## config.mk

```make
export PLATFORM = sky130hd
export DESIGN_NAME = triangle_edge_rasterizer_unit
export DESIGN_NICKNAME = d
export VERILOG_FILES = /design/src/ter_pkg.sv /design/src/ter_edge_unit.sv /design/src/ter_ctrl.sv /design/src/triangle_edge_rasterizer_unit.sv
export SDC_FILE = /design/constraint.sdc
export NUM_CORES = 1
export LEC_CHECK = 0
export BUFFER_PORTS_ARGS = -buffer_cell sky130_fd_sc_hd__buf_2
export CAP_MARGIN = 20
export CORE_MARGIN = 2
export CORE_UTILIZATION = 56
export DETAILED_ROUTE_END_ITERATION = 6
export PLACE_DENSITY = 0.75
export SYNTH_ARGS = -nofsm -noshare
export SYNTH_HDL_FRONTEND = slang
export SYNTH_SLANG_ARGS = --single-unit
```

## constraint.sdc

```tcl
create_clock -name clk -period 6.6 [get_ports clk]
set_input_delay 1.32 -clock clk [delete_from_list [all_inputs] [get_ports clk]]
set_output_delay 1.32 -clock clk [all_outputs]
set_load 0.01 [all_outputs]
```

## src/ter_pkg.sv

```systemverilog
`timescale 1ns / 1ps
`default_nettype none

package ter_pkg;

  // Tile geometry and field widths.
  localparam int TILE_SIZE = 64;
  localparam int COORD_W   = 6;
  localparam int COLOR_W   = 32;
  localparam int MASK_W    = 64;

  // Signed widths of the edge arithmetic.
  localparam int DELTA_W = COORD_W + 1;
  localparam int PROD_W  = 2 * DELTA_W;
  localparam int EDGE_W  = PROD_W + 1;

  localparam logic [COORD_W:0] TILE_MAX = (COORD_W + 1)'(TILE_SIZE - 1);

  // Input transaction: one triangle and its color.
  typedef struct packed {
    logic [COORD_W-1:0] ax;
    logic [COORD_W-1:0] ay;
    logic [COORD_W-1:0] bx;
    logic [COORD_W-1:0] by_coord;
    logic [COORD_W-1:0] cx;
    logic [COORD_W-1:0] cy;
    logic [COLOR_W-1:0] fill_color;
  } in_t;

  // Result transaction: one bounding-box row.
  typedef struct packed {
    logic [COORD_W-1:0] row_y;
    logic [COORD_W-1:0] span_left;
    logic [MASK_W-1:0]  coverage_mask;
    logic [COLOR_W-1:0] pixel_color;
    logic               last_row;
  } out_t;

  typedef struct packed {
    logic [COORD_W-1:0] x;
    logic [COORD_W-1:0] y;
  } vertex_t;

  typedef vertex_t [2:0] tri_t;

  typedef struct packed {
    logic [COORD_W-1:0] min_x;
    logic [COORD_W-1:0] max_x;
    logic [COORD_W-1:0] min_y;
    logic [COORD_W-1:0] max_y;
  } box_t;

  // Operations of the shared edge unit.
  typedef enum logic [2:0] {
    EOP_HOLD,
    EOP_MUL,
    EOP_SUB,
    EOP_STEPX,
    EOP_STEPY
  } edge_op_t;

  typedef struct packed {
    edge_op_t   op;
    logic [1:0] sel;
  } edge_ctl_t;

  // Coordinates beyond the tile saturate to its last pixel.
  function automatic logic [COORD_W-1:0] clamp_coord(input logic [COORD_W-1:0] v);
    logic [COORD_W-1:0] r;
    r = v;
    if ({1'b0, v} > TILE_MAX) begin
      r = TILE_MAX[COORD_W-1:0];
    end
    return r;
  endfunction

endpackage

`default_nettype wire

```

## src/ter_edge_unit.sv

```systemverilog
`timescale 1ns / 1ps
`default_nettype none

module ter_edge_unit
  import ter_pkg::*;
(
  input  wire logic      clk,
  input  wire edge_ctl_t ctl,
  input  wire tri_t      verts,
  input  wire box_t      box,
  output logic           covered
);

  logic signed [EDGE_W-1:0]  e_cur_r  [3];
  logic signed [EDGE_W-1:0]  e_row_r  [3];
  logic signed [DELTA_W-1:0] step_x_r [3];
  logic signed [DELTA_W-1:0] step_y_r [3];
  logic signed [PROD_W-1:0]  prod_a_r;
  logic signed [PROD_W-1:0]  prod_b_r;
  logic signed [DELTA_W-1:0] dx_r;
  logic signed [DELTA_W-1:0] dy_r;

  vertex_t                   p0;
  vertex_t                   p1;
  logic signed [DELTA_W-1:0] dx;
  logic signed [DELTA_W-1:0] dy;
  logic signed [DELTA_W-1:0] rel_x;
  logic signed [DELTA_W-1:0] rel_y;
  logic signed [EDGE_W-1:0]  e_init;
  logic [2:0]                nonneg;
  logic [2:0]                nonpos;

  // Pick the two end points of the selected edge.
  always_comb begin
    unique case (ctl.sel)
      2'd0: begin
        p0 = verts[0];
        p1 = verts[1];
      end
      2'd1: begin
        p0 = verts[1];
        p1 = verts[2];
      end
      default: begin
        p0 = verts[2];
        p1 = verts[0];
      end
    endcase
  end

  // Edge direction and the box corner relative to the edge start.
  assign dx    = signed'({1'b0, p1.x}) - signed'({1'b0, p0.x});
  assign dy    = signed'({1'b0, p1.y}) - signed'({1'b0, p0.y});
  assign rel_x = signed'({1'b0, box.min_x}) - signed'({1'b0, p0.x});
  assign rel_y = signed'({1'b0, box.min_y}) - signed'({1'b0, p0.y});

  assign e_init = EDGE_W'(prod_a_r) - EDGE_W'(prod_b_r);

  // The multiply, subtract and incremental steps share these registers.
  always_ff @(posedge clk) begin
    unique case (ctl.op)
      EOP_MUL: begin
        prod_a_r <= PROD_W'(dx * rel_y);
        prod_b_r <= PROD_W'(dy * rel_x);
        dx_r     <= dx;
        dy_r     <= dy;
      end
      EOP_SUB: begin
        e_row_r[ctl.sel]  <= e_init;
        e_cur_r[ctl.sel]  <= e_init;
        step_x_r[ctl.sel] <= -dy_r;
        step_y_r[ctl.sel] <= dx_r;
      end
      EOP_STEPX: begin
        for (int i = 0; i < 3; i++) begin
          e_cur_r[i] <= e_cur_r[i] + EDGE_W'(step_x_r[i]);
        end
      end
      EOP_STEPY: begin
        for (int i = 0; i < 3; i++) begin
          e_row_r[i] <= e_row_r[i] + EDGE_W'(step_y_r[i]);
          e_cur_r[i] <= e_row_r[i] + EDGE_W'(step_y_r[i]);
        end
      end
      default: begin
      end
    endcase
  end

  // A pixel is covered when all edges agree in sign; a zero edge value matches either sign.
  always_comb begin
    for (int i = 0; i < 3; i++) begin
      nonneg[i] = !e_cur_r[i][EDGE_W-1];
      nonpos[i] = e_cur_r[i][EDGE_W-1] || (e_cur_r[i] == '0);
    end
    covered = (&nonneg) || (&nonpos);
  end

endmodule

`default_nettype wire

```

## src/ter_ctrl.sv

```systemverilog
`timescale 1ns / 1ps
`default_nettype none

module ter_ctrl
  import ter_pkg::*;
(
  input  wire logic  clk,
  input  wire logic  rst_n,
  input  wire logic  start,
  input  wire in_t   in_data,
  input  wire logic  covered,
  output logic       busy,
  output edge_ctl_t  ctl,
  output tri_t       verts,
  output box_t       box,
  output logic       out_valid,
  output out_t       out_data
);

  typedef enum logic [2:0] {
    S_IDLE,
    S_BOX,
    S_MUL,
    S_SUB,
    S_WALK
  } state_t;

  state_t             state_r;
  logic [1:0]         sel_r;
  tri_t               verts_r;
  box_t               box_r;
  logic [COLOR_W-1:0] color_r;
  logic [COORD_W-1:0] x_r;
  logic [COORD_W-1:0] y_r;
  logic [MASK_W-1:0]  mask_r;
  logic               out_valid_r;
  out_t               out_r;

  logic [COORD_W-1:0] min_x;
  logic [COORD_W-1:0] max_x;
  logic [COORD_W-1:0] min_y;
  logic [COORD_W-1:0] max_y;
  logic [COORD_W-1:0] col;
  logic [MASK_W-1:0]  mask_full;
  logic               row_end;

  assign busy      = (state_r != S_IDLE);
  assign verts     = verts_r;
  assign box       = box_r;
  assign out_valid = out_valid_r;
  assign out_data  = out_r;

  // Bounding box of the latched vertices.
  always_comb begin
    min_x = (verts_r[0].x < verts_r[1].x) ? verts_r[0].x : verts_r[1].x;
    min_x = (min_x < verts_r[2].x) ? min_x : verts_r[2].x;
    max_x = (verts_r[0].x > verts_r[1].x) ? verts_r[0].x : verts_r[1].x;
    max_x = (max_x > verts_r[2].x) ? max_x : verts_r[2].x;
    min_y = (verts_r[0].y < verts_r[1].y) ? verts_r[0].y : verts_r[1].y;
    min_y = (min_y < verts_r[2].y) ? min_y : verts_r[2].y;
    max_y = (verts_r[0].y > verts_r[1].y) ? verts_r[0].y : verts_r[1].y;
    max_y = (max_y > verts_r[2].y) ? max_y : verts_r[2].y;
  end

  // Coverage of the current pixel merged into the row mask.
  assign col       = x_r - box_r.min_x;
  assign mask_full = mask_r | (covered ? (MASK_W'(1) << col) : '0);
  assign row_end   = (x_r == box_r.max_x);

  // Command to the edge unit.
  always_comb begin
    ctl.sel = sel_r;
    unique case (state_r)
      S_MUL:   ctl.op = EOP_MUL;
      S_SUB:   ctl.op = EOP_SUB;
      S_WALK:  ctl.op = row_end ? EOP_STEPY : EOP_STEPX;
      default: ctl.op = EOP_HOLD;
    endcase
  end

  // Sequencer: latch, box, a setup for each edge, then one pixel per cycle.
  always_ff @(posedge clk) begin
    if (!rst_n) begin
      state_r     <= S_IDLE;
      sel_r       <= '0;
      out_valid_r <= 1'b0;
    end else begin
      out_valid_r <= 1'b0;
      unique case (state_r)
        S_IDLE: begin
          if (start) begin
            verts_r[0].x <= clamp_coord(in_data.ax);
            verts_r[0].y <= clamp_coord(in_data.ay);
            verts_r[1].x <= clamp_coord(in_data.bx);
            verts_r[1].y <= clamp_coord(in_data.by_coord);
            verts_r[2].x <= clamp_coord(in_data.cx);
            verts_r[2].y <= clamp_coord(in_data.cy);
            color_r      <= in_data.fill_color;
            state_r      <= S_BOX;
          end
        end
        S_BOX: begin
          box_r.min_x <= min_x;
          box_r.max_x <= max_x;
          box_r.min_y <= min_y;
          box_r.max_y <= max_y;
          sel_r       <= '0;
          state_r     <= S_MUL;
        end
        S_MUL: begin
          state_r <= S_SUB;
        end
        S_SUB: begin
          if (sel_r == 2'd2) begin
            x_r     <= box_r.min_x;
            y_r     <= box_r.min_y;
            mask_r  <= '0;
            state_r <= S_WALK;
          end else begin
            sel_r   <= sel_r + 2'd1;
            state_r <= S_MUL;
          end
        end
        S_WALK: begin
          if (!row_end) begin
            mask_r <= mask_full;
            x_r    <= x_r + 1'b1;
          end else begin
            out_valid_r         <= 1'b1;
            out_r.row_y         <= y_r;
            out_r.span_left     <= box_r.min_x;
            out_r.coverage_mask <= mask_full;
            out_r.pixel_color   <= color_r;
            out_r.last_row      <= (y_r == box_r.max_y);
            mask_r              <= '0;
            x_r                 <= box_r.min_x;
            if (y_r == box_r.max_y) begin
              state_r <= S_IDLE;
            end else begin
              y_r <= y_r + 1'b1;
            end
          end
        end
        default: begin
          state_r <= S_IDLE;
        end
      endcase
    end
  end

endmodule

`default_nettype wire

```

## src/triangle_edge_rasterizer_unit.sv

```systemverilog
`timescale 1ns / 1ps
`default_nettype none

// Channel   Handshake              Payload
// input     start, busy            in_data   (in_t: three vertices, fill color)
// result    out_valid (strobe)     out_data  (out_t: row, left x, mask, color, last)
//
// A triangle is taken when start is high and busy is low. After the accepting edge,
// setup computes the bounding box, then one multiply and one subtract per edge on
// the shared edge unit, then the walk tests one pixel per cycle: busy stays high
// through the whole setup and walk of a W by H box. With start held, the next triangle
// is taken once busy falls, never while one is in flight. Each row's
// result shows on out_valid for one cycle right after the row's last pixel; the
// receiver cannot stall it. Reset is synchronous, active low, and returns the
// sequencer to idle with no result pending.

module triangle_edge_rasterizer_unit
  import ter_pkg::*;
(
  input  wire logic clk,
  input  wire logic rst_n,
  input  wire logic start,
  input  wire in_t  in_data,
  output logic      busy,
  output logic      out_valid,
  output out_t      out_data
);

  edge_ctl_t ctl;
  tri_t      verts;
  box_t      box;
  logic      covered;

  // Row sequencer, bounding box and result register.
  ter_ctrl u_ctrl (
    .clk       (clk),
    .rst_n     (rst_n),
    .start     (start),
    .in_data   (in_data),
    .covered   (covered),
    .busy      (busy),
    .ctl       (ctl),
    .verts     (verts),
    .box       (box),
    .out_valid (out_valid),
    .out_data  (out_data)
  );

  // Shared edge-function arithmetic.
  ter_edge_unit u_edge (
    .clk     (clk),
    .ctl     (ctl),
    .verts   (verts),
    .box     (box),
    .covered (covered)
  );

`ifndef SYNTH
  // The final row of a triangle frees the block; any other row leaves it busy.
  a_last_frees: assert property (@(posedge clk) disable iff (!rst_n)
    out_valid && out_data.last_row |-> !busy)
    else $error("last row did not release the block");

  a_mid_busy: assert property (@(posedge clk) disable iff (!rst_n)
    out_valid && !out_data.last_row |-> busy)
    else $error("block idle before the last row");

  // A new triangle starts with setup, so no row can follow immediately.
  a_accept: assert property (@(posedge clk) disable iff (!rst_n)
    start && !busy |=> busy && !out_valid)
    else $error("accepted transaction did not start setup");

  // Back-to-back rows of one triangle advance by one.
  a_row_step: assert property (@(posedge clk) disable iff (!rst_n)
    out_valid && $past(out_valid) && !$past(out_data.last_row) |->
      out_data.row_y == COORD_W'($past(out_data.row_y) + 1'b1))
    else $error("row sequence broken");
`endif

endmodule

`default_nettype wire

```

# After elaboration in Yosys (flattened, before gate mapping)
# Memories as Yosys holds them, arrays and structs flattened.
# Cells that the tools add are included.
op_classes:
  add_sub_neg: 16
  multipliers: 2
  magnitude_cmp: 8
  eq_ne: 18
  n_shift: 1
  muxes: 46
  bitwise_logic: 4
  n_reduce_logical: 27
ops:
  columns: ["op", "count"]
  rows:
  - ["$mux W64", 3]
  - ["$pmux W64 S2", 1]
  - ["$add A15 B7 Y15", 6]
  - ["$mux W6", 13]
  - ["$mux W15", 5]
  - ["$or A64 B64 Y64", 1]
  - ["$shl A1 B6 Y64 const A", 1]
  - ["$pmux W12 S2", 2]
  - ["$logic_not A15 Y1", 3]
  - ["$reduce_or A15 Y1", 2]
  - ["$mul A7 B7 Y14", 2]
  - ["$sub A6 B6 Y7", 4]
  - ["$gt A6 B6 Y1", 4]
  - ["$lt A6 B6 Y1", 4]
  - ["$pmux W6 S2", 2]
  - ["$reduce_and A3 Y1", 6]
  - ["$mux W3", 5]
  - ["$pmux W3 S5", 1]
  - ["$sub A14 B14 Y15", 1]
  - ["$add A6 B1 Y6 const B", 2]
  - ["$eq A3 B2 Y1 const B", 4]
  - ["$eq A6 B6 Y1", 2]
  - ["$mux W1", 9]
  - ["$pmux W3 S3", 1]
  - ["20 further kinds", 38]
word_totals:
  reg_bits: 325
  mem_bits_rw: 132
  inputBits: 71
  out_inout_bits: 111
  wordCells: 152
  mem_count: 4
mem_list:
  columns: ["name", "depth", "width", "rd", "rd_clocked_by_memory_dff", "wr", "line_no", "source"]
  rows:
  - ["u_edge.e_cur_r", 3, 15, 3, 0, 3, "ter_edge_unit.sv:14", "logic signed [EDGE_W-1:0] e_cur_r [3];"]
  - ["u_edge.e_row_r", 3, 15, 3, 0, 3, "ter_edge_unit.sv:15", "logic signed [EDGE_W-1:0] e_row_r [3];"]
  - ["u_edge.step_x_r", 3, 7, 3, 0, 1, "ter_edge_unit.sv:16", "logic signed [DELTA_W-1:0] step_x_r [3];"]
  - ["u_edge.step_y_r", 3, 7, 3, 0, 1, "ter_edge_unit.sv:17", "logic signed [DELTA_W-1:0] step_y_r [3];"]

# Longest topological paths before layout
# Gate-level depths: netlist (run 1).
logic_depth:
  depth_word: 9
  mapped_depth: 36
  depth_no_buf: 32

# Modules after synthesis
# Synthesis (run 1) repeated with hierarchy kept, for this count alone.
unflattened:
  cells_unflattened: 2581
  area_unflattened_um2: 28922.7
modules_own_cells:
  columns: ["mod", "instances", "cells_each", "area_each_um2", "seq_area_each_um2"]
  rows:
  - ["ter_edge_unit", 1, 1720, 16545.9, 5225.0]
  - ["ter_ctrl", 1, 861, 12376.9, 8438.1]

# Least setup slack after synthesis (run 1)
# Ideal clock, no wire load.
synth_path:
  path_kind: "flip-flop to flip-flop"
  start: "register u_ctrl.sel_r[0]"
  end: "register u_edge.prod_a_r[13] (data pin)"
  setup_ns: 0.260
  arrival_ns: 6.949
  required_time_ns: 6.340
  path_slack_ns: -0.609
  stages_incl_launch_ff: 35
  path_buffers: 3
  synth_period_minus_slack_ns: 7.209
  cell_sequence: "dfxtp_1 > inv_1 > ha_1 > buf_6 > nor2_8 > clkbuf_1 > buf_1 > nand2_1 > nand2_1 > ha_1 > inv_1 > nor4_1 > a221oi_2 > a311oi_1 > nor3_1 > o311a_1 > nor3_2 > inv_2 > and2_1 > fa_1 > inv_1 > fa_1 > inv_1 > fa_1 > inv_1 > fa_1 > inv_1 > ha_1 > a21oi_1 > o21bai_1 > a21oi_1 > o21ai_0 > a21o_1 > a21oi_1 > xnor2_1"
synth_via:
  elab_chain_len: 4
  elab_cells_between_ends: 7
  classes_between: "2 x add/sub; 1 x mul; 1 x eq/ne; 2 x mux; 1 x reduce/logical"
synth_lines:
  columns: ["item", "line_no", "source"]
  rows:
  - ["start, declared", "ter_ctrl.sv:29", "logic [1:0] sel_r;"]
  - ["start signal, assigned", "ter_ctrl.sv:120", "sel_r <= sel_r + 2'd1;"]
  - ["$eq A2 B1 Y1 or $logic_not A2 Y1 (tied branches)", "ter_edge_unit.sv:35", "unique case (ctl.sel)"]
  - ["$pmux W12 S2", "ter_edge_unit.sv:35", null]
  - ["$sub A6 B6 Y7 *", "ter_edge_unit.sv:52", "assign dx = signed'({1'b0, p1.x}) - signed'({1'b0, p0.x});"]
  - ["via u_edge.dx[5]", "ter_edge_unit.sv:25", "logic signed [DELTA_W-1:0] dx;"]
  - ["$mul A7 B7 Y14 *", "ter_edge_unit.sv:63", "prod_a_r <= PROD_W'(dx * rel_y);"]
  - ["end signal, assigned", "ter_edge_unit.sv:63", null]
  - ["end, declared", "ter_edge_unit.sv:18", "logic signed [PROD_W-1:0] prod_a_r;"]
# Mark *: on every way through the listed nets, which the timed path passes. The rest lies on a longest branch.
# A chain may end at the register's enable or synchronous reset.

# Worst setup path after layout (run 1)
layout_path:
  start: "register u_ctrl.sel_r[1]"
  end: "register u_edge.prod_a_r[13] (data pin)"
# Same word-level chain as after synthesis.

==> results.cfg, run 1 <==
[run_status]
status = finished with violations
violations = setup timing

[detailed_routing]
route.detailed.drc = 0
firstDrtPassIters = 6
routed_via_density = 5.800
wl_per_cell_um = 20.14
vias = 20508
drt_iter0_drc = 1601
ant_nets = 0
routed_wl_um = 71220

[synthesis]
syn_inst = 2522
synth_top_area_cell = edfxtp_1
synth_edf_count = 451
ys_types = 90
ys_seq_area_share_pct = 48.21
ys_seq_elements = 457
yosys_warnings = 0
synth_top_area_share_pct = 47.78
syn_nets = 2897
synth_top_flop_cell = edfxtp_1
synth_area_leaders = edfxtp_1 (48%), ha_1 (9.5%), fa_1 (6.3%)
syn-cell-area_um2 = 28340
synthArstFlopShare_pct = 0
synth_area_per_cell_um2 = 11.24

[pwr]
powerDensity_nw_per_um2 = 446.6
power_mw = 14.67
irDropWorstVdd_v = 0.0005603
power_leakage_nw = 13.95

[finish]
final_nets = 3204
antenna_cells = 0
area_delta_synth_final_pct = 15.90
final_cell_mix = edfxtp_1 (451), inv_1 (215), ha_1 (201), nor2_1 (182), buf_2 (181)
final_common_cell = edfxtp_1
layout-drive-gt1-share_pct = 18.78
final_cells = 3536

[clock_tree]
path_clk_slew_ps = 70
cts_root_buffer = clkbuf_16
cts_buffers = 48
clk_latency_ps = 610
ctsHoldBuffers = 0
tritoncts = done
numClockSinks = 457
htreeDepth = 2
max-clock-path-buffers = 3

[timing]
setup_violations = 2
slew_headroom_pct = 25.32
whs_ps = 420.1
worst_pin_slew_ps = 1113
fmax_mhz = 151.0
rsz0062_at_grt = yes
period_share_pct = 100.4
setup_slack_ps = -24.70
setup_tns_ps = -45.26
skew_ps = 25.92
period_needed_ps = 6625
hold_viol_final = 0
slew_viol_final = 0

[placement]
dp_cells = 3438
dp_hpwl_um = 52860
portBuffers = 181
gp_congestion = 0.9103
post-place-ws_ps = -147.7

[floorplanning]
core_um2 = 50070
start_util_pct = 56.61
num_rows = 82
fp.dieArea_um2 = 52430
fp.dieW_um = 229.0
ios = 182
die_y_um = 229.0

[global_routing]
grt.overflow.total = 0
grt_pass1_wl_um = 109700
antenna_found_initial = 0
track_usage_pct = 26.59
grt_start_max_net_pins = 84
grt_pass1_vias = 20383

[setup_path]
crit_top_cell = fa_1
required_ps = 6940
critPathLaunchType = flip-flop
crit_fanout = 6
end_kind = flip-flop
crit_arrival_ps = 6960
max_stage_delay_ps = 550
critPathKind = reg -> reg
critPathSlowestCell = fa_1

[flow_run]
maxCapViolations = 0

[worst_hold_path]
hp-class = reg -> reg
## cells in the mapped netlist, types with 14 or more instances
library cell,count
mux2_2,25
edfxtp_1,451
nor3_1,35
o21ai_0,132
nor2_1,188
a21o_1,108
a31oi_1,22
ha_1,215
mux2i_1,18
o21a_1,21
a211oi_1,20
nand3_1,35
nor4_1,14
nand2_1,182
clkbuf_1,42
o211ai_1,19
nor2b_1,29
nand2b_1,33
fa_1,89
a21oi_1,133
inv_1,228
xor2_1,59
xnor2_1,102
and2_1,88
## metal layers
metal  part of all wire, %  track usage (%)  routed length (um)  vias to the layer above
li1                      -                -                   -                     9671
met1                    41            33.47               28880                     9972
met2                    50            46.50               35910                      674
met3                   4.7            3.287                3330                      191
met4                   4.4            11.12                3102                        0
met5                     0                0                   0                        -
## kinds of logic after synthesis
| group | synth area share [%] |
|---|---|
| muxes | 1.629 |
| and+or+nand+nor | 11.53 |
| xor gates and xnor gates | 5.147 |
| AOI/OAI and AO/OA | 13.36 |
| buffers and inverters | 4.172 |
| adders and majority gates | 15.96 |
| DFF | 48.21 |
## final timing paths
check	end	slack, ps	cells past startpoint	startpoint
setup / recovery	u_edge.prod_a_r[13]	-20	32	u_ctrl.sel_r[1]
hold / removal	u_ctrl.out_data[22]	420	0	u_ctrl.color_r[21]
setup reg to reg	u_edge.prod_a_r[13]	-20	32	u_ctrl.sel_r[1]
hold reg to reg	u_ctrl.out_data[22]	420	0	u_ctrl.color_r[21]
## worst max-delay path, delay by kind of cell, from the launching register on
| kind | cells | cell delay (ps) |
|---|---|---|
| AND/OR/NAND/NOR | 6 | 870 |
| buffers and inverters | 8 | 490 |
| adder cells (fa/ha/maj) | 7 | 2650 |
| flip-flops | 1 | 350 |
| XOR/XNOR | 1 | 70 |
| AO/OA/AOI/OAI | 10 | 1920 |
## report_power, final
group          internal [mW]  switching [mW]  total [mW]
clock                   1.46            1.15        2.61
sequential              3.87          0.0685        3.94
combinational           3.79            4.33        8.12
## metrics by stage
| stage | instance area [um^2] | util (%) |
|---|---|---|
| after global routing | 32850 | 65.61 |
| after detailed placement | 30900 | 61.72 |
| after floorplan | 28460 | - |
| final | 32850 | 65.61 |
| after global placement | 30880 | 61.69 |
| after CTS | 32460 | 64.83 |
## timing repair
action                                  CTS  global route
gates resized for setup                   8            79
pin swaps                                10            49
endpoints found under the setup margin    7            11
buffers inserted                          3            11
## cell type report
type | count | area, um^2
fillers | 3867 | 17220
multi-input cells | 1765 | 13950
flip-flops and latches | 457 | 13670
repair buffers | 322 | 2007
clock buffers | 60 | 1246
inverters | 235 | 892.1
well taps | 672 | 840.8
clock inverters | 25 | 244.0
## flip-flops by register name, summed over array words and instances (netlist names)
register / count
u_edge.dy_r: 7
u_ctrl.out_data: 109
u_ctrl.x_r: 6
u_edge.step_x_r: 21
u_ctrl.box: 24
u_edge.e_row_r: 45
u_ctrl.verts: 36
u_edge.prod_a_r: 14
u_ctrl.y_r: 6
u_edge.dx_r: 7
u_ctrl.color_r: 32
u_ctrl.out_valid: 1
u_ctrl.mask_r: 64
u_ctrl.sel_r: 2
u_edge.prod_b_r: 14
u_ctrl.state_r: 3
u_edge.step_y_r: 21
u_edge.e_cur_r: 45
No activity file was read; power rests on OpenSTA's default activity.
==> run 2, diff against run 1 <==
- HOLD_SLACK_MARGIN: unset -> 0.15
- SKIP_LAST_GASP: unset -> 1
==> results.cfg, run 2 (synthesis gave the netlist of run 1 again) <==
[timing]
period_needed_ps = 6631
setup_slack_ps = -30.83
slew_viol_final = 0
period_share_pct = 100.5
setup_violations = 2
slew_headroom_pct = 23.68
skew_ps = 26.57
worst_pin_slew_ps = 1138
setup_tns_ps = -57.49
hold_viol_final = 0
fmax_mhz = 150.8
rsz0062_at_grt = yes

[setup_path]
r2r_cells = 32
crit_arrival_ps = 6970
crit_top_cell = fa_1
cp-startpoint = u_ctrl.sel_r[1]
end_kind = flip-flop
critPathLaunchType = flip-flop
critPathKind = reg -> reg
r2r_end = u_edge.prod_a_r[13]
r2r_setup_slack_ps = -30
crit_fanout = 6
endpoint = u_edge.prod_a_r[13]
r2r_start = u_ctrl.sel_r[1]
critPathSlowestCell = fa_1
required_ps = 6940
max_stage_delay_ps = 550

[detailed_routing]
ant_nets = 0
routed_wl_um = 71340
vias = 20487
wl_per_cell_um = 20.18
drt_iter0_drc = 1582
routed_via_density = 5.794
firstDrtPassIters = 6
route.detailed.drc = 0

[pwr]
irDropWorstVdd_v = 0.0005719
p_comb_share_pct = 55.2
pwr-share-seq_pct = 26.9
clockPowerShare_pct = 17.9
power_leakage_nw = 13.95
powerDensity_nw_per_um2 = 445.2
switchingPower_mw = 5.518
switching_share_pct = 37.74
internal_power_mw = 9.102

[finish]
final_nets = 3204
antenna_cells = 0
final_common_cell = edfxtp_1
multiInputGateArea_um2 = 13940
final_core_util_pct = 65.59
layout-drive-gt1-share_pct = 18.68
final_cell_mix = edfxtp_1 (451), inv_1 (216), ha_1 (202), nor2_1 (182), buf_2 (181)
register_area_um2 = 13670
area_delta_synth_final_pct = 15.87
final_cells = 3536
largest_reg_flops = 109
fill_cells = 3866

[global_routing]
antenna_found_initial = 0
grt_start_max_net_pins = 84
grt.overflow.total = 0
grt_pass1_vias = 20383
grt_pass1_wl_um = 109700
track_usage_pct = 26.59

[placement]
dp_cells = 3438
gp_congestion = 0.9103
portBuffers = 181
dp_hpwl_um = 52860
post-place-ws_ps = -147.7

[clock_tree]
path_clk_slew_ps = 70
tritoncts = done
htreeDepth = 2
clk_latency_ps = 610
numClockSinks = 457
ctsHoldBuffers = 0
max-clock-path-buffers = 3
cts_buffers = 48
cts_root_buffer = clkbuf_16

[run_status]
status = finished with violations
violations = setup timing

[floorplanning]
start_util_pct = 56.61
num_rows = 82
core_um2 = 50070
fp.dieW_um = 229.0
fp.dieArea_um2 = 52430
ios = 182
die_y_um = 229.0

[worst_hold_path]
hp-class = reg -> reg

[flow_run]
maxCapViolations = 0
-- run 2: cell counts in the layout (fill, tap and decap cells not counted) --
Identical to the previous run, type by type.
-- run 2: worst max-delay path: cells and delay by family, from the launching register on --
kind | cells | cell delay (ps)
simple gates | 6 | 880
fa+ha+maj | 7 | 2650
compound gates | 10 | 1910
buf+inv | 8 | 490
xor+xnor | 1 | 70
flops | 1 | 350
-- run 2: layout make-up --
class,count,area share [%]
well taps,672,2.560
flip-flops and latches,457,41.62
clock buffers,60,3.795
inverters,235,2.716
repair buffers,322,6.111
clock inverters,25,0.7429
multi-input cells,1765,42.46
-- run 2: power by group through the flow --
stage               sequential, mW  clock (mW)  combinational [mW]
finish                        3.94        2.61                8.07
global route                  3.95        2.75                8.98
CTS                           3.94        2.65                7.33
detailed placement            4.00           0                7.25
global placement              4.00           0                6.93
floorplan                     3.97           0                4.82
-- run 2: worst min-delay path by stage --
stage / startpoint / endpoint / slack, ps / depth (start not counted)
after floorplan: u_ctrl.color_r[9] / u_ctrl.out_data[10] / 400 / 0
after global placement: u_ctrl.color_r[25] / u_ctrl.out_data[26] / 400 / 0
after detailed placement: u_ctrl.color_r[8] / u_ctrl.out_data[9] / 400 / 0
after CTS: u_ctrl.color_r[8] / u_ctrl.out_data[9] / 420 / 0
after global routing: u_ctrl.color_r[8] / u_ctrl.out_data[9] / 420 / 0
final: u_ctrl.color_r[8] / u_ctrl.out_data[9] / 420 / 0
-- run 2: through the flow --
stage / area, um^2 / total power [mW] / hold WS [ps]
6_report: 32840 / 14.62 / 420.1
5_1_grt: 32840 / 15.68 / 423.6
4_1_cts: 32460 / 13.91 / 418.6
3_5_place_dp: 30900 / 11.25 / 404.5
3_3_place_gp: 30880 / 10.93 / 400.6
2_1_floorplan: 28460 / 8.785 / 400.3
-- run 2: repair_timing --
action | CTS | global route
setup endpoints to repair | 7 | 11
setup buffers | 3 | 11
resized for setup | 8 | 76
cloned | 0 | 0
pin swaps | 10 | 46
-- run 2: per-layer routing --
metal	share of wire (%)	track usage [%]
met1	41	33.47
met2	50	46.50
met3	4.6	3.287
met4	4.3	11.12
met5	0	0
